$ cat config.mk
export PLATFORM = sky130hd
export DESIGN_NAME = sorted_priority_queue_unit_flat
export DESIGN_NICKNAME = d
export VERILOG_FILES = /design/src/spq_pkg.sv /design/src/spq_req_if.sv /design/src/spq_rsp_if.sv /design/src/spq_ram.sv /design/src/spq_ctrl.sv /design/src/sorted_priority_queue_unit.sv /design/src/flat_wrapper.sv
export SDC_FILE = /design/constraint.sdc
export NUM_CORES = 1
export LEC_CHECK = 0
export BUFFER_PORTS_ARGS = -buffer_cell sky130_fd_sc_hd__clkbuf_2
export CAP_MARGIN = 20
export CORE_AREA = 2 2 266 268
export DETAILED_ROUTE_END_ITERATION = 8
export DIE_AREA = 0 0 268 270
export GPL_ROUTABILITY_DRIVEN = 0
export PLACE_DENSITY = 0.73
export SLEW_MARGIN = 40
export SYNTH_ARGS = -nofsm -noshare
export SYNTH_HDL_FRONTEND = slang
export SYNTH_SLANG_ARGS = --single-unit
$ cat constraint.sdc
create_clock -name clk -period 12.3 [get_ports clk]
set_input_delay 3.075 -clock clk [delete_from_list [all_inputs] [get_ports clk]]
set_output_delay 3.075 -clock clk [all_outputs]
set_load 0.05 [all_outputs]
$ cat src/spq_pkg.sv
// Shared types and constants for the sorted priority queue.
package spq_pkg;

    localparam int QUEUE_DEPTH = 16;
    localparam int CMD_W       = 2;
    localparam int DATA_W      = 32;
    localparam int PRIO_W      = 16;
    localparam int STATUS_W    = 2;
    localparam int OCC_W       = 5;

    typedef enum logic [CMD_W-1:0] {
        CMD_ENQ  = 2'd0,
        CMD_DEQ  = 2'd1,
        CMD_PEEK = 2'd2
    } cmd_t;

    typedef enum logic [STATUS_W-1:0] {
        STATUS_OK    = 2'd0,
        STATUS_EMPTY = 2'd1,
        STATUS_FULL  = 2'd2
    } status_t;

    typedef enum logic [2:0] {
        S_IDLE,
        S_START,
        S_HEAD,
        S_SCAN,
        S_PLACE,
        S_RESP
    } state_t;

    // One stored entry, as held in the entry RAM.
    typedef struct packed {
        logic signed [PRIO_W-1:0] prio;
        logic signed [DATA_W-1:0] data;
    } entry_t;

    // Finished result from the sequencer to the output stage.
    typedef struct packed {
        logic                     valid;
        status_t                  status;
        logic signed [DATA_W-1:0] data;
        logic signed [PRIO_W-1:0] prio;
        logic [OCC_W-1:0]         occupancy;
    } result_t;

endpackage

$ cat src/spq_req_if.sv
// Command channel: valid/ready plus command, data word and priority.
interface spq_req_if;
    logic                             valid;
    logic                             ready;
    logic [spq_pkg::CMD_W-1:0]        cmd;
    logic signed [spq_pkg::DATA_W-1:0] item_data;
    logic signed [spq_pkg::PRIO_W-1:0] item_priority;

    modport source (output valid, output cmd, output item_data, output item_priority,
                    input ready);
    modport sink   (input valid, input cmd, input item_data, input item_priority,
                    output ready);
endinterface

$ cat src/spq_rsp_if.sv
// Result channel: valid/ready plus status, head entry and occupancy.
interface spq_rsp_if;
    logic                              valid;
    logic                              ready;
    logic [spq_pkg::STATUS_W-1:0]      status;
    logic signed [spq_pkg::DATA_W-1:0] head_data;
    logic signed [spq_pkg::PRIO_W-1:0] head_priority;
    logic [spq_pkg::OCC_W-1:0]         occupancy;

    modport source (output valid, output status, output head_data, output head_priority,
                    output occupancy, input ready);
    modport sink   (input valid, input status, input head_data, input head_priority,
                    input occupancy, output ready);
endinterface

$ cat src/spq_ram.sv
// Generic simple dual-port RAM, one write and one registered read port.
module spq_ram #(
    parameter int WIDTH = 8,
    parameter int DEPTH = 16
) (
    input  logic                     clk,
    input  logic                     we,
    input  logic [$clog2(DEPTH)-1:0] waddr,
    input  logic [WIDTH-1:0]         wdata,
    input  logic                     re,
    input  logic [$clog2(DEPTH)-1:0] raddr,
    output logic [WIDTH-1:0]         rdata
);

    logic [WIDTH-1:0] mem [DEPTH];
    logic [WIDTH-1:0] rdata_reg;

    always_ff @(posedge clk)
    begin
        if (we)
        begin
            mem[waddr] <= wdata;
        end
        if (re)
        begin
            rdata_reg <= mem[raddr];
        end
    end

    assign rdata = rdata_reg;

endmodule

$ cat src/spq_ctrl.sv
// Command sequencer: head pointer, fill count and read-modify-write of the entry RAM.
module spq_ctrl #(
    parameter int QUEUE_DEPTH = spq_pkg::QUEUE_DEPTH,
    localparam int IDX_W      = $clog2(QUEUE_DEPTH),
    localparam int CNT_W      = $clog2(QUEUE_DEPTH + 1)
) (
    input  logic               clk,
    input  logic               rst_n,
    spq_req_if.sink            req,
    input  logic               out_free,
    output spq_pkg::result_t   res,
    output logic               mem_we,
    output logic [IDX_W-1:0]   mem_waddr,
    output spq_pkg::entry_t    mem_wdata,
    output logic               mem_re,
    output logic [IDX_W-1:0]   mem_raddr,
    input  spq_pkg::entry_t    mem_rdata
);

    localparam logic [IDX_W:0]   DEPTH_WIDE = (IDX_W + 1)'(QUEUE_DEPTH);
    localparam logic [CNT_W-1:0] CNT_FULL   = CNT_W'(QUEUE_DEPTH);

    spq_pkg::state_t  state_reg, state_next;
    spq_pkg::cmd_t    cmd_reg, cmd_next;
    spq_pkg::entry_t  new_reg, new_next;
    logic [IDX_W-1:0] head_reg, head_next;
    logic [CNT_W-1:0] count_reg, count_next;
    logic [IDX_W-1:0] idx_reg, idx_next;
    spq_pkg::status_t res_status_reg, res_status_next;
    spq_pkg::entry_t  res_entry_reg, res_entry_next;
    logic             shift_up;

    // Logical position (0 = head) to RAM address, circular.
    function automatic logic [IDX_W-1:0] to_phys(input logic [IDX_W-1:0] head,
                                                 input logic [IDX_W-1:0] lidx);
        logic [IDX_W:0] sum;
        sum = {1'b0, head} + {1'b0, lidx};
        if (sum >= DEPTH_WIDE)
        begin
            sum = sum - DEPTH_WIDE;
        end
        return sum[IDX_W-1:0];
    endfunction

    assign req.ready = (state_reg == spq_pkg::S_IDLE);
    assign shift_up  = (mem_rdata.prio >= new_reg.prio);

    always_ff @(posedge clk or negedge rst_n)
    begin
        if (!rst_n)
        begin
            state_reg <= spq_pkg::S_IDLE;
            head_reg  <= '0;
            count_reg <= '0;
        end
        else
        begin
            state_reg <= state_next;
            head_reg  <= head_next;
            count_reg <= count_next;
        end
    end

    always_ff @(posedge clk)
    begin
        cmd_reg        <= cmd_next;
        new_reg        <= new_next;
        idx_reg        <= idx_next;
        res_status_reg <= res_status_next;
        res_entry_reg  <= res_entry_next;
    end

    always_comb
    begin
        state_next      = state_reg;
        cmd_next        = cmd_reg;
        new_next        = new_reg;
        head_next       = head_reg;
        count_next      = count_reg;
        idx_next        = idx_reg;
        res_status_next = res_status_reg;
        res_entry_next  = res_entry_reg;
        mem_we          = 1'b0;
        mem_waddr       = '0;
        mem_wdata       = new_reg;
        mem_re          = 1'b0;
        mem_raddr       = head_reg;

        case (state_reg)
            spq_pkg::S_IDLE:
            begin
                if (req.valid)
                begin
                    cmd_next      = spq_pkg::cmd_t'(req.cmd);
                    new_next.data = req.item_data;
                    new_next.prio = req.item_priority;
                    state_next    = spq_pkg::S_START;
                end
            end

            spq_pkg::S_START:
            begin
                res_status_next = spq_pkg::STATUS_OK;
                res_entry_next  = '0;
                state_next      = spq_pkg::S_RESP;
                case (cmd_reg)
                    spq_pkg::CMD_ENQ:
                    begin
                        if (count_reg == CNT_FULL)
                        begin
                            res_status_next = spq_pkg::STATUS_FULL;
                        end
                        else if (count_reg == '0)
                        begin
                            mem_we     = 1'b1;
                            mem_waddr  = head_reg;
                            count_next = count_reg + 1'b1;
                        end
                        else
                        begin
                            // walk down from the tail
                            idx_next   = IDX_W'(count_reg - 1'b1);
                            mem_re     = 1'b1;
                            mem_raddr  = to_phys(head_reg, IDX_W'(count_reg - 1'b1));
                            state_next = spq_pkg::S_SCAN;
                        end
                    end
                    spq_pkg::CMD_DEQ, spq_pkg::CMD_PEEK:
                    begin
                        if (count_reg == '0)
                        begin
                            res_status_next = spq_pkg::STATUS_EMPTY;
                        end
                        else
                        begin
                            mem_re     = 1'b1;
                            mem_raddr  = head_reg;
                            state_next = spq_pkg::S_HEAD;
                        end
                    end
                    default:
                    begin
                        res_status_next = spq_pkg::STATUS_OK;
                    end
                endcase
            end

            spq_pkg::S_HEAD:
            begin
                res_entry_next = mem_rdata;
                if (cmd_reg == spq_pkg::CMD_DEQ)
                begin
                    head_next  = to_phys(head_reg, IDX_W'(1));
                    count_next = count_reg - 1'b1;
                end
                state_next = spq_pkg::S_RESP;
            end

            spq_pkg::S_SCAN:
            begin
                // entry at idx_reg is on the read port
                mem_we    = 1'b1;
                mem_waddr = to_phys(head_reg, idx_reg + 1'b1);
                if (shift_up)
                begin
                    mem_wdata = mem_rdata;
                    if (idx_reg == '0)
                    begin
                        state_next = spq_pkg::S_PLACE;
                    end
                    else
                    begin
                        idx_next  = idx_reg - 1'b1;
                        mem_re    = 1'b1;
                        mem_raddr = to_phys(head_reg, idx_reg - 1'b1);
                    end
                end
                else
                begin
                    mem_wdata  = new_reg;
                    count_next = count_reg + 1'b1;
                    state_next = spq_pkg::S_RESP;
                end
            end

            spq_pkg::S_PLACE:
            begin
                mem_we     = 1'b1;
                mem_waddr  = head_reg;
                mem_wdata  = new_reg;
                count_next = count_reg + 1'b1;
                state_next = spq_pkg::S_RESP;
            end

            spq_pkg::S_RESP:
            begin
                if (out_free)
                begin
                    state_next = spq_pkg::S_IDLE;
                end
            end

            default:
            begin
                state_next = spq_pkg::S_IDLE;
            end
        endcase
    end

    assign res.valid     = (state_reg == spq_pkg::S_RESP);
    assign res.status    = res_status_reg;
    assign res.data      = res_entry_reg.data;
    assign res.prio      = res_entry_reg.prio;
    assign res.occupancy = spq_pkg::OCC_W'(count_reg);

    a_count_bound: assert property (@(posedge clk) disable iff (!rst_n)
        count_reg <= CNT_FULL)
        else $error("fill count above depth");

    a_accept_starts: assert property (@(posedge clk) disable iff (!rst_n)
        (req.valid && req.ready) |=> state_reg == spq_pkg::S_START)
        else $error("accepted transaction not started");

    a_write_states: assert property (@(posedge clk) disable iff (!rst_n)
        mem_we |-> (state_reg == spq_pkg::S_START || state_reg == spq_pkg::S_SCAN ||
                    state_reg == spq_pkg::S_PLACE))
        else $error("RAM write outside insert sequence");

    a_head_nonempty: assert property (@(posedge clk) disable iff (!rst_n)
        state_reg == spq_pkg::S_HEAD |-> count_reg != '0)
        else $error("head read on empty queue");

    a_scan_room: assert property (@(posedge clk) disable iff (!rst_n)
        state_reg == spq_pkg::S_SCAN |-> count_reg != CNT_FULL)
        else $error("insert walk on full queue");

endmodule

$ cat src/sorted_priority_queue_unit.sv
// Sorted priority queue: a bounded min-priority queue whose entries sit in one
// synchronous RAM as a circular list in ascending priority order (signed), head
// first. Each command transaction on req (enqueue, dequeue, peek) produces
// exactly one result transaction on rsp with a status (ok, empty, full), the
// head entry for a successful dequeue or peek (zero otherwise) and the
// occupancy after the command. An enqueue goes ahead of all stored entries of
// equal priority; an enqueue on a full queue is dropped with status full.
// Commands are handled one at a time. Status-only results (full, empty, unused
// code) and an enqueue into an empty queue need no RAM read; dequeue and peek
// make one RAM read of the head; an enqueue into a non-empty queue walks down
// from the tail and moves each stored entry with priority greater than or equal
// to the new one up by one slot, one RAM read-and-write per cycle. Dequeue only
// advances the head pointer, so it costs no moves. The result is held in an
// output register, so the next command is taken while a finished result still
// waits on rsp. The RAM needs no clearing after reset; only entries below the
// fill count are ever read.
module sorted_priority_queue_unit #(
    parameter int QUEUE_DEPTH = spq_pkg::QUEUE_DEPTH
) (
    input  logic     clk,
    input  logic     rst_n,
    spq_req_if.sink  req,
    spq_rsp_if.source rsp
);

    localparam int IDX_W = $clog2(QUEUE_DEPTH);

    spq_pkg::result_t res;
    spq_pkg::entry_t  mem_wdata;
    spq_pkg::entry_t  mem_rdata;
    logic             mem_we;
    logic             mem_re;
    logic [IDX_W-1:0] mem_waddr;
    logic [IDX_W-1:0] mem_raddr;
    logic             out_free;

    // Output register: one result held until the sink takes it.
    logic                                out_valid_reg;
    logic [spq_pkg::STATUS_W-1:0]        out_status_reg;
    logic signed [spq_pkg::DATA_W-1:0]   out_data_reg;
    logic signed [spq_pkg::PRIO_W-1:0]   out_prio_reg;
    logic [spq_pkg::OCC_W-1:0]           out_occ_reg;

    assign out_free = !out_valid_reg || rsp.ready;

    spq_ctrl #(
        .QUEUE_DEPTH (QUEUE_DEPTH)
    ) u_ctrl (
        .clk       (clk),
        .rst_n     (rst_n),
        .req       (req),
        .out_free  (out_free),
        .res       (res),
        .mem_we    (mem_we),
        .mem_waddr (mem_waddr),
        .mem_wdata (mem_wdata),
        .mem_re    (mem_re),
        .mem_raddr (mem_raddr),
        .mem_rdata (mem_rdata)
    );

    // Entry store: {priority, data} per slot.
    spq_ram #(
        .WIDTH ($bits(spq_pkg::entry_t)),
        .DEPTH (QUEUE_DEPTH)
    ) u_ram (
        .clk   (clk),
        .we    (mem_we),
        .waddr (mem_waddr),
        .wdata (mem_wdata),
        .re    (mem_re),
        .raddr (mem_raddr),
        .rdata (mem_rdata)
    );

    always_ff @(posedge clk or negedge rst_n)
    begin
        if (!rst_n)
        begin
            out_valid_reg <= 1'b0;
        end
        else if (out_free)
        begin
            out_valid_reg <= res.valid;
        end
    end

    always_ff @(posedge clk)
    begin
        if (res.valid && out_free)
        begin
            out_status_reg <= res.status;
            out_data_reg   <= res.data;
            out_prio_reg   <= res.prio;
            out_occ_reg    <= res.occupancy;
        end
    end

    assign rsp.valid         = out_valid_reg;
    assign rsp.status        = out_status_reg;
    assign rsp.head_data     = out_data_reg;
    assign rsp.head_priority = out_prio_reg;
    assign rsp.occupancy     = out_occ_reg;

    // A waiting result is never overwritten.
    a_hold_result: assert property (@(posedge clk) disable iff (!rst_n)
        (rsp.valid && !rsp.ready) |=> (rsp.valid && $stable(out_status_reg) &&
                                       $stable(out_occ_reg)))
        else $error("pending result lost");

    // Only a full queue reports full, and a full report never changes occupancy.
    a_full_status: assert property (@(posedge clk) disable iff (!rst_n)
        (res.valid && res.status == spq_pkg::STATUS_FULL) |->
            res.occupancy == spq_pkg::OCC_W'(QUEUE_DEPTH))
        else $error("full status with room left");

    // An empty status always comes with zero data, priority and occupancy.
    a_empty_zero: assert property (@(posedge clk) disable iff (!rst_n)
        (res.valid && res.status == spq_pkg::STATUS_EMPTY) |->
            (res.data == '0 && res.prio == '0 && res.occupancy == '0))
        else $error("empty status with nonzero fields");

endmodule
$ cat src/flat_wrapper.sv
// flat-port wrapper written by rule: the top's interface ports become plain ports
module sorted_priority_queue_unit_flat 
#(
    parameter int QUEUE_DEPTH = spq_pkg::QUEUE_DEPTH
)
  (clk, rst_n, req_valid, req_cmd, req_item_data, req_item_priority, req_ready, rsp_valid, rsp_status, rsp_head_data, rsp_head_priority, rsp_occupancy, rsp_ready);
  spq_req_if req_i ();
  spq_rsp_if rsp_i ();
  input  logic clk;
  input  logic rst_n;
  input wire logic [$bits(req_i.valid)-1:0] req_valid;
  input wire logic [$bits(req_i.cmd)-1:0] req_cmd;
  input wire logic [$bits(req_i.item_data)-1:0] req_item_data;
  input wire logic [$bits(req_i.item_priority)-1:0] req_item_priority;
  output wire logic [$bits(req_i.ready)-1:0] req_ready;
  output wire logic [$bits(rsp_i.valid)-1:0] rsp_valid;
  output wire logic [$bits(rsp_i.status)-1:0] rsp_status;
  output wire logic [$bits(rsp_i.head_data)-1:0] rsp_head_data;
  output wire logic [$bits(rsp_i.head_priority)-1:0] rsp_head_priority;
  output wire logic [$bits(rsp_i.occupancy)-1:0] rsp_occupancy;
  input wire logic [$bits(rsp_i.ready)-1:0] rsp_ready;
  assign req_i.valid = req_valid;
  assign req_i.cmd = req_cmd;
  assign req_i.item_data = req_item_data;
  assign req_i.item_priority = req_item_priority;
  assign req_ready = req_i.ready;
  assign rsp_valid = rsp_i.valid;
  assign rsp_status = rsp_i.status;
  assign rsp_head_data = rsp_i.head_data;
  assign rsp_head_priority = rsp_i.head_priority;
  assign rsp_occupancy = rsp_i.occupancy;
  assign rsp_i.ready = rsp_ready;
  sorted_priority_queue_unit #(.QUEUE_DEPTH(QUEUE_DEPTH)) u_core (.clk(clk), .rst_n(rst_n), .req(req_i), .rsp(rsp_i));
endmodule
==> results.md, run 1 <==
- Final net count: 2745
- Clock root cell: clkbuf_16
- Layout cells sized above 1: 13.6%
- CP Capture Type: register
- Non-Filler Instances: 3669
- Setup tns final: 0 ps
- Max reg flops: 768
- Synth warnings: 0
- GRT Util Overall: 25.0%
- Starting DRT DRC Count: 2512
- Hold slack: 417 ps
- Setup Viol. Count Final: 0
- Period utilisation layout: 46.6%
- CP bufs+invs: 3
- First-pass GRT wire length: 133000 um
- RR Startpoint: u_core.u_ram.rdata[47]$_DFFE_PP_
- Top post-synthesis cells by count: 975 x edfxtp_1, 514 x nand2_1, 290 x mux2i_1
- Largest family of logic cells by synthesized area: multiplexers
- Met1 wire length: 36100 um
- CTS Buffer Depth: 3
- Crit. Startpoint: u_core.u_ram.rdata[47]$_DFFE_PP_
- Worst clock skew: 23.4 ps
- Leakage: 0.0149 uW
- Total number of vias: 22.1k
- R2R depth: 13
- Fill cells: 4815
- DRT Wirelength: 90500 um
- Die area: 72400 sq um
- R2r endpoint: u_core.u_ram.rdata[40]$_DFFE_PP_
- Dominant cells by area after synthesis: edfxtp_1 74%, mux2i_1 7.4%, nand2_1 4.9%, mux2_2 1.4%, nand3_1 1.3%
- Vias in the first global route: 21.7k
- Top Layer Used: met5
- Cell with the most instances after synthesis: edfxtp_1
- Yosys top cell by area: edfxtp_1
- Hold Crit Class: register to register
- CTS tree: done
- Hold Vio Cnt, Final: 0
- Placed standard-cell area: 41000 sq um
- Most used DFF post-synth: edfxtp_1
- CTS buffer count: 95
- Least-Margin Pin Slew: 886 ps
- Post-CTS setup buffers: 0
- Compound-cell area share of the yosys netlist: 4.39%
- Wire per inst: 24.7 um
- Status: finished, final reports clean
- IO Port Bufs: 110
- Largest net degree at the start of global routing: 164
- Vias/cell: 6.03
- Die height: 270 um
- Initial antenna violation count: 3
- Relative slew slack: 40.9%
- Sequential cell area: 29600 sq um
- CP Depth: 13
- WP data required: 12600 ps
- # IOs: 111
- Crit path to: u_core.u_ram.rdata[40]$_DFFE_PP_
- Critical path class: register to register
- CTS H-Tree Depth: 3
- VDD IR-drop max: 0.190 mV
- Startpoint types: register
- Max Cap Viol: 0
- Inst Count DP: 3494
- Tmin final: 5730 ps
- Critical Path, Cell by Cell: ha_1 > nand4_1 > a2111oi_2 > nor4_2 > or4b_1 > a31oi_4 > buf_12 > buf_16 > buf_6 > mux2i_1 > mux2i_1 > a22oi_1 > o221ai_1
- Avg Cell Area, Syn: 15.5 sq um
- R2R Setup Slk: 6570 ps
- Final instance area: 44100 sq um
- Slew Viols, Final: 0
- Post-synth EDFFs: 975
- Post-Syn Area: 39400 sq um
- Row count: 97
- Top delay family on crit path: compound AO/OA/AOI/OAI gates
- XOR/XNOR Fraction of Synth Area: 0.444%
- Layout area overhead: 12.0%
- Synth cell types: 58
- FMAX: 175 MHz
- Met3 wire len: 7520 um
- Synth Register Bits: 988
- Post-Synthesis Cells: 2549
- Post-CTS Hold Buffers: 0
- Seq/Total Area, Yosys: 75.1%
- Area of the multi-input gates: 9180 sq um
- Post-Synth Adder-Cell Area: 1.17%
- DRC: 0
- Met2 wire len: 44200 um
- Gr ovfl total: 0
- Worst path slowest cell: a2111oi_2
- Core area: 69500 sq um
- Drt first pass iters: 5
- Clk_lat worst skew: 650 ps
- Final ANT Viol Nets: 0
- Post-cts sizing count: 0
- CP dominant cell by count: mux2i_1
- RSZ-0062 raised after global routing: no
- Initial Utilization: 56.7%
- Crit path max fanout: 79
- Die X-Extent: 268 um
- Ys async rst share: 1.32%
- Mux cell area share after synthesis: 8.73%
- Sink Count: 988
- Share of the synthesized area in the top cell type: 74.3%
- Worst Path Arrival: 6030 ps
- Cell Pwr Density: 245 nW/um^2
- Worst-path clk slew: 60 ps
- Reg with most FFs: u_core.u_ram.mem
- DP HPWL: 44700 um
- Simple-gate share of the synthesized area: 7.94%
- Post-Syn Nets: 2638
- CP peak stage delay: 700 ps
layout make-up:
type	instances	area share, %
clock inverter	62	1.37
sequential	988	67.1
clock buffer	107	5.54
tap	940	2.66
antenna	1	0.00567
multi-input combinational	1395	20.8
inverter	25	0.213
timing repair buffer	151	2.34
per-layer routing:
layer	up-vias	GRT usage (%)
met5	-	0
met3	176	4.11
met2	1046	40.7
met4	2	9.09
li1	9805	-
met1	11081	34.1
worst min path at each step:
stage / from / end / slack [ps] / cells after the start
2_1_floorplan: u_core.u_ctrl.res[21]$_SDFFCE_PN0P_ / u_core.rsp.head_data[0]$_DFFE_PP_ / 400 / 0
3_3_place_gp: u_core.u_ctrl.res[24]$_SDFFCE_PN0P_ / u_core.rsp.head_data[3]$_DFFE_PP_ / 400 / 0
3_5_place_dp: u_core.u_ctrl.res[26]$_SDFFCE_PN0P_ / u_core.rsp.head_data[5]$_DFFE_PP_ / 400 / 0
4_1_cts: u_core.u_ctrl.res[39]$_SDFFCE_PN0P_ / u_core.rsp.head_data[18]$_DFFE_PP_ / 420 / 0
5_1_grt: u_core.u_ctrl.res[22]$_SDFFCE_PN0P_ / u_core.rsp.head_data[1]$_DFFE_PP_ / 420 / 0
6_report: u_core.u_ctrl.res[19]$_SDFFCE_PN0P_ / u_core.rsp.head_priority[14]$_DFFE_PP_ / 420 / 0
report_power, final:
part	internal (uW)	leakage, uW	switching (uW)
combinational	995	0.00440	2260
clock	1660	0.00148	1200
sequential	4480	0.00902	204
total	7130	0.0149	3670
kinds of logic (layout without fill, tap and decap cells):
logic type | count (synthesis) | in the layout
DFF | 988 | 988
and+or+nand+nor | 740 | 740
muxes | 338 | 338
AOI/OAI and AO/OA | 262 | 262
buffers and inverters | 166 | 345
adders and majority gates | 35 | 35
xor gates and xnor gates | 20 | 20
other | 0 | 1
placed cells by master, fill, tap and decap left out, types with 49 or more instances in the layout:
cell type	count
edfxtp_1	975
nand2_1	510
mux2i_1	290
clkbuf_2	110
nand3_1	104
clkbuf_16	96
o21ai_0	62
a22oi_1	49
and3_1	49
through the flow:
| step | util [%] | total power (uW) | setup slack [ps] |
|---|---|---|---|
| CTS | 63.3 | 10800 | 6540 |
| global route | 63.5 | 11200 | 6420 |
| finish | 63.5 | 10800 | 6570 |
| floorplan | - | 7070 | 4840 |
| detailed placement | 58.9 | 7960 | 6620 |
| global placement | 58.8 | 7820 | 6630 |
No activity file was read; power rests on OpenSTA's default activity.
==> inputs of run 2 (changes only) <==
Clock period 12.3 ns to 5.4 ns, I/O delays scaled along.
==> results.md, run 2 (synthesis results as in run 1) <==
- Worst path slowest cell: a2111oi_2
- WP data required: 5770 ps (-6830 ps)
- Die area: 72400 sq um (unchanged)
- CP Depth: 12 (-1)
- Reg with most FFs: u_core.u_ram.mem
- Status: finished, final reports clean
- Die X-Extent: 268 um (unchanged)
- Clk_lat worst skew: 660 ps (about the same)
- CP Capture Type: register
- Max reg flops: 768 (unchanged)
- RR Startpoint: u_core.u_ram.rdata[47]$_DFFE_PP_
- CP dominant cell by count: mux2i_1
- Least-Margin Pin Slew: 843 ps (-43.4 ps)
- Layout cells sized above 1: 13.9% (+0.30 points)
- Crit. Startpoint: u_core.u_ram.rdata[47]$_DFFE_PP_
- R2R depth: 12 (-1)
- Largest net degree at the start of global routing: 97 (-41%)
- Max Cap Viol: 0 (unchanged)
- CTS tree: done
- R2R Setup Slk: 610 ps (-5970 ps)
- Non-Filler Instances: 3696 (+0.74%)
- DRT Wirelength: 90300 um (-0.13%)
- Total number of vias: 22.1k (-0.15%)
- Final instance area: 44400 sq um (+0.65%)
- Wire per inst: 24.4 um (-0.86%)
- Tmin final: 4790 ps (-934 ps)
- RSZ-0062 raised after global routing: no
- Crit path max fanout: 48 (-39%)
- VDD IR-drop max: 0.382 mV (+100%)
- Commonest non-fill, non-tap cells in the layout: 975 x edfxtp_1, 510 x nand2_1, 290 x mux2i_1
- Critical path class: register to register
- Layout area overhead: 12.7%
- Vias/cell: 5.97 (-0.88%)
- Worst clock skew: 27.5 ps (+4.10 ps)
- Final core occ: 63.9% (+0.41 points)
- Hold Vio Cnt, Final: 0 (unchanged)
- Post-cts sizing count: 0 (unchanged)
- Final ANT Viol Nets: 0 (unchanged)
- Row count: 97 (unchanged)
- Sink Count: 988 (unchanged)
- Setup tns final: 0 ps (unchanged)
- DP HPWL: 47700 um (+6.7%)
- CTS buffer count: 98 (+3.2%)
- Critical Path, Cell by Cell: ha_1 > nand4_1 > a2111oi_2 > nor4_2 > or4b_1 > a31oi_4 > buf_12 > buf_4 > mux2i_1 > mux2i_1 > a22oi_1 > o221ai_1
- R2r endpoint: u_core.u_ram.rdata[37]$_DFFE_PP_
- Post-CTS setup buffers: 0 (unchanged)
- Setup Viol. Count Final: 0 (unchanged)
- Most common cell after layout, fill and taps aside: edfxtp_1
- Hold slack: 418 ps (+0.603 ps)
- DRC: 0 (unchanged)
- Initial antenna violation count: 2 (-1)
- Inst Count DP: 3515 (+0.60%)
- Logic pwr share: 30.4% (+0.2 points)
- Drt first pass iters: 5 (unchanged)
- Worst Path Arrival: 5160 ps (-870 ps)
- Gr ovfl total: 0 (unchanged)
- Fill cells: 4825 (+0.21%)
- Top delay family on crit path: compound AO/OA/AOI/OAI gates
- Initial Utilization: 56.7% (unchanged)
- CTS H-Tree Depth: 3 (unchanged)
- CP peak stage delay: 750 ps (+50 ps)
- Final net count: 2765 (+0.73%)
- FMAX: 209 MHz (+19%)
- Crit path to: u_core.u_ram.rdata[37]$_DFFE_PP_
- Pint: 16200 uW (+130%)
- First-pass GRT wire length: 133000 um (+0.24%)
- Clock share of power: 26.4% (about the same)
- Share of power burned in registers: 43.2% (-0.2 points)
- Cell Pwr Density: 554 nW/um^2 (+130%)
- GRT Util Overall: 24.9% (-0.033 points)
- Leakage: 0.0150 uW (+0.88%)
- Hold Crit Class: register to register
- Core area: 69500 sq um (unchanged)
- Starting DRT DRC Count: 2488 (-0.96%)
- Period utilisation layout: 88.8% (+42 points)
- IO Port Bufs: 110 (unchanged)
- Relative slew slack: 43.7% (+2.8 points)
- Switch share: 34.0% (+0.044 points)
- # IOs: 111 (unchanged)
- Inserted Diodes: 0 (-1)
- Placed standard-cell area: 41400 sq um (+0.90%)
- Startpoint types: register
- Die height: 270 um (unchanged)
- CTS Buffer Depth: 3 (unchanged)
- Switching power: 8380 uW (+130%)
- CP bufs+invs: 2 (-1)
- Post-CTS Hold Buffers: 0 (unchanged)
- Clock root cell: clkbuf_16
- Slew Viols, Final: 0 (unchanged)
- Worst-path clk slew: 60 ps (about the same)
- Vias in the first global route: 22.2k (+2.5%)
==> run 2: cell type report <==
type                       instances  area [sq um]  share of cell area (%)
sequential                       988         29600                    66.6
multi-input combinational       1395          9160                    20.6
clock buffer                     122          2610                    5.87
timing repair buffer             168          1320                    2.97
tap                              940          1180                    2.65
clock inverter                    58           462                    1.04
inverter                          25          93.8                   0.211
==> run 2: per-stage QoR <==
stage          worst slack [ps]  total power, uW
2_1_floorplan               813            16100
3_3_place_gp                761            18000
3_5_place_dp                687            18200
4_1_cts                     680            24700
5_1_grt                     397            25700
6_report                    606            24600
==> run 2: layer usage <==
layer	share of wire (%)	track usage, %	wire [um]
met3	8.4	4.68	7580
met5	0	0	0
met1	40	33.3	35800
met4	2.6	8.66	2310
met2	49	41.2	44600
==> run 2: power by group through the flow <==
stage	Sequential [uW]	Clock (uW)	Combinational, uW
CTS	10600	6580	7490
global placement	10700	0	7210
finish	10600	6490	7480
global route	10700	6880	8110
detailed placement	10800	0	7460
floorplan	11100	0	4960
==> run 2: worst register-to-register path, stage by stage, from the launching register on <==
cell and delay (ps):
edfxtp_1 510, ha_1 380, nand4_1 280, a2111oi_2 760
nor4_2 190, or4b_1 640, a31oi_4 220, buf_12 210
buf_4 580, mux2i_1 290, mux2i_1 90, a22oi_1 210
o221ai_1 160
==> run 2: worst min-delay path by stage <==
| stage | from | end | slack [ps] | depth (start not counted) |
|---|---|---|---|---|
| after global placement | u_core.u_ctrl.res_status_reg[0]$_DFFE_PP_ | u_core.rsp.status[0]$_DFFE_PP_ | 400 | 0 |
| after detailed placement | u_core.u_ctrl.res[30]$_SDFFCE_PN0P_ | u_core.rsp.head_data[9]$_DFFE_PP_ | 400 | 0 |
| final | u_core.u_ctrl.res[30]$_SDFFCE_PN0P_ | u_core.rsp.head_data[9]$_DFFE_PP_ | 420 | 0 |
| after CTS | u_core.u_ctrl.res[30]$_SDFFCE_PN0P_ | u_core.rsp.head_data[9]$_DFFE_PP_ | 420 | 0 |
| after floorplan | u_core.u_ctrl.res[21]$_SDFFCE_PN0P_ | u_core.rsp.head_data[0]$_DFFE_PP_ | 400 | 0 |
| after global routing | u_core.u_ctrl.res[21]$_SDFFCE_PN0P_ | u_core.rsp.head_data[0]$_DFFE_PP_ | 420 | 0 |
==> inputs of run 3 (changes only) <==
Settings changed: CORE_AREA 2 2 266 268 to 2 2 226 317, DIE_AREA 0 0 268 270 to 0 0 228 319, PLACE_DENSITY 0.73 to 0.74.
==> results.md, run 3 (synthesis results as in run 1) <==
- Post-CTS setup buffers: 0 (unchanged)
- Placed standard-cell area: 41200 sq um (-0.33%)
- Commonest non-fill, non-tap cells in the layout: 975 x edfxtp_1, 510 x nand2_1, 290 x mux2i_1
- CP peak stage delay: 610 ps (-140 ps)
- Share of power burned in registers: 43.0% (-0.2 points)
- Hold Vio Cnt, Final: 0 (unchanged)
- Layout cells sized above 1: 14.0% (+0.11 points)
- Final net count: 2756 (-0.33%)
- Die area: 72700 sq um (+0.51%)
- IO Port Bufs: 110 (unchanged)
- Most common cell after layout, fill and taps aside: edfxtp_1
- Clock root cell: clkbuf_16
- Post-CTS Hold Buffers: 0 (unchanged)
- Top delay family on crit path: compound AO/OA/AOI/OAI gates
- Gr busiest metal: met2
- Core area: 69900 sq um (+0.56%)
- Max Cap Viol: 0 (unchanged)
- Setup Viol. Count Final: 0 (unchanged)
- Initial antenna violation count: 2 (unchanged)
- Startpoint types: register
- Reg with most FFs: u_core.u_ram.mem
- Inserted Diodes: 0 (unchanged)
- Vias in the first global route: 22.2k (+0.040%)
- Hold Crit Class: register to register
- CP bufs+invs: 3 (+1)
- DP HPWL: 46500 um (-2.3%)
- Starting DRT DRC Count: 2637 (+6.0%)
- Clk_lat worst skew: 670 ps (about the same)
- Switching power: 8460 uW (+1.0%)
- Initial Utilization: 56.4% (-0.31 points)
- Relative slew slack: 40.4% (-3.3 points)
- Tmin final: 4570 ps (-223 ps)
- CTS Buffer Depth: 3 (unchanged)
- Least-Margin Pin Slew: 895 ps (+52.1 ps)
- Final instance area: 44300 sq um (-0.21%)
- Worst Path Arrival: 4980 ps (-180 ps)
- Post-cts sizing count: 0 (unchanged)
- Leakage: 0.0150 uW (-0.31%)
- RSZ-0062 raised after global routing: no
- Max reg flops: 768 (unchanged)
- Clock share of power: 26.7% (+0.3 points)
- Gr ovfl total: 0 (unchanged)
- Global-route met2 utilization: 42.8% (+1.6 points)
- Slew Viols, Final: 0 (unchanged)
- Die X-Extent: 228 um (-15%)
- Setup tns final: 0 ps (unchanged)
- CTS H-Tree Depth: 3 (unchanged)
- VDD IR-drop max: 0.377 mV (-1.3%)
- DRT Wirelength: 90700 um (+0.39%)
- # IOs: 111 (unchanged)
- CTS tree: done
- Final ANT Viol Nets: 0 (unchanged)
- Logic pwr share: 30.3% (about the same)
- GRT Util Overall: 24.8% (-0.16 points)
- Pint: 16300 uW (+0.43%)
- Wire per inst: 24.7 um (+0.91%)
- Die height: 319 um (+18%)
- Crit path max fanout: 20 (-58%)
- WP data required: 5810 ps (+40 ps)
- Met1 Use GR: 32.2% (-1.1 points)
- Sink Count: 988 (unchanged)
- DRC: 0 (unchanged)
- Worst clock skew: 38.8 ps (+11.3 ps)
- Total number of vias: 22.2k (+0.65%)
- Vias/cell: 6.04 (+1.2%)
- Switch share: 34.2% (+0.14 points)
- Row count: 115 (+19%)
- Drt first pass iters: 5 (unchanged)
- Status: finished, final reports clean
- CTS buffer count: 90 (-8.2%)
- Critical path class: register to register
- Worst-path clk slew: 60 ps (about the same)
- FMAX: 219 MHz (+4.9%)
- Cell Pwr Density: 559 nW/um^2 (+0.85%)
- CP Capture Type: register
- Period utilisation layout: 84.7% (-4.1 points)
- Largest net degree at the start of global routing: 139 (+43%)
- Critical Path, Cell by Cell: inv_1 > ha_1 > inv_1 > ha_1 > a21o_1 > a21oi_1 > xor2_1 > nand2_1 > nor4_1 > o21ai_1 > xor2_1 > nand2_2 > buf_4 > o221ai_1
- Worst path slowest cell: xor2_1
- Met3 usage: 3.75% (-0.93 points)
- Layout area overhead: 12.5%
- First-pass GRT wire length: 135000 um (+0.91%)
-- run 3: cell count changes in the layout (fill, tap and decap cells not counted), moves of 3 or more --
cell and delta:
buf_12 -13, clkbuf_16 -9, clkinv_2 -6, clkbuf_1 -4, buf_4 +3, buf_6 +10
clkinvlp_4 +4, clkinv_1 -12, bufinv_16 +7
-- run 3: final timing paths --
path                                                     start  slack [ps]                                endpoint  cells after the start
setup / recovery            u_core.u_ctrl.idx_reg[0]$_DFFE_PP_         830        u_core.u_ram.rdata[35]$_DFFE_PP_                     14
hold / removal             u_core.u_ctrl.res[32]$_SDFFCE_PN0P_         420      u_core.rsp.head_data[11]$_DFFE_PP_                      0
setup reg to reg            u_core.u_ctrl.idx_reg[0]$_DFFE_PP_         830        u_core.u_ram.rdata[35]$_DFFE_PP_                     14
hold reg to reg            u_core.u_ctrl.res[32]$_SDFFCE_PN0P_         420      u_core.rsp.head_data[11]$_DFFE_PP_                      0
max in group asynchronous                                rst_n        4510  u_core.u_ctrl.state_reg[1]$_DFFE_PN0P_                      1
min in group asynchronous                                rst_n         580  u_core.u_ctrl.state_reg[2]$_DFFE_PN0P_                      1
-- run 3: cell type report --
cell class                 count  area [sq um]
clock buffer                 109          2370
clock inverter                57           739
fill                        4866         25600
inverter                      25          93.8
multi-input combinational   1395          9170
sequential                   988         29600
tap                          936          1170
timing repair buffer         167          1190
-- run 3: layer usage --
layer / part of all wire (%) / wire length [um]
met1: 38 / 34800
met2: 51 / 46400
met3: 7.9 / 7210
met4: 2.5 / 2250
met5: 0.014 / 13
-- run 3: power by group through the flow --
stage | clock network [uW] | logic (uW) | registers (uW)
6_report | 6610 | 7500 | 10700
5_1_grt | 6990 | 8080 | 10700
4_1_cts | 6690 | 7450 | 10600
3_5_place_dp | 0 | 7390 | 10800
3_3_place_gp | 0 | 7160 | 10800
2_1_floorplan | 0 | 4960 | 11100
-- run 3: through the flow --
stage	instances	setup WS, ps	hold slack (ps)	util [%]	power [uW]
global placement	3510	987	402	58.9	17900
detailed placement	3510	935	405	58.9	18200
floorplan	2549	813	400	-	16100
finish	3677	829	420	63.4	24800
global route	3677	622	423	63.4	25800
CTS	3676	859	419	63.4	24800
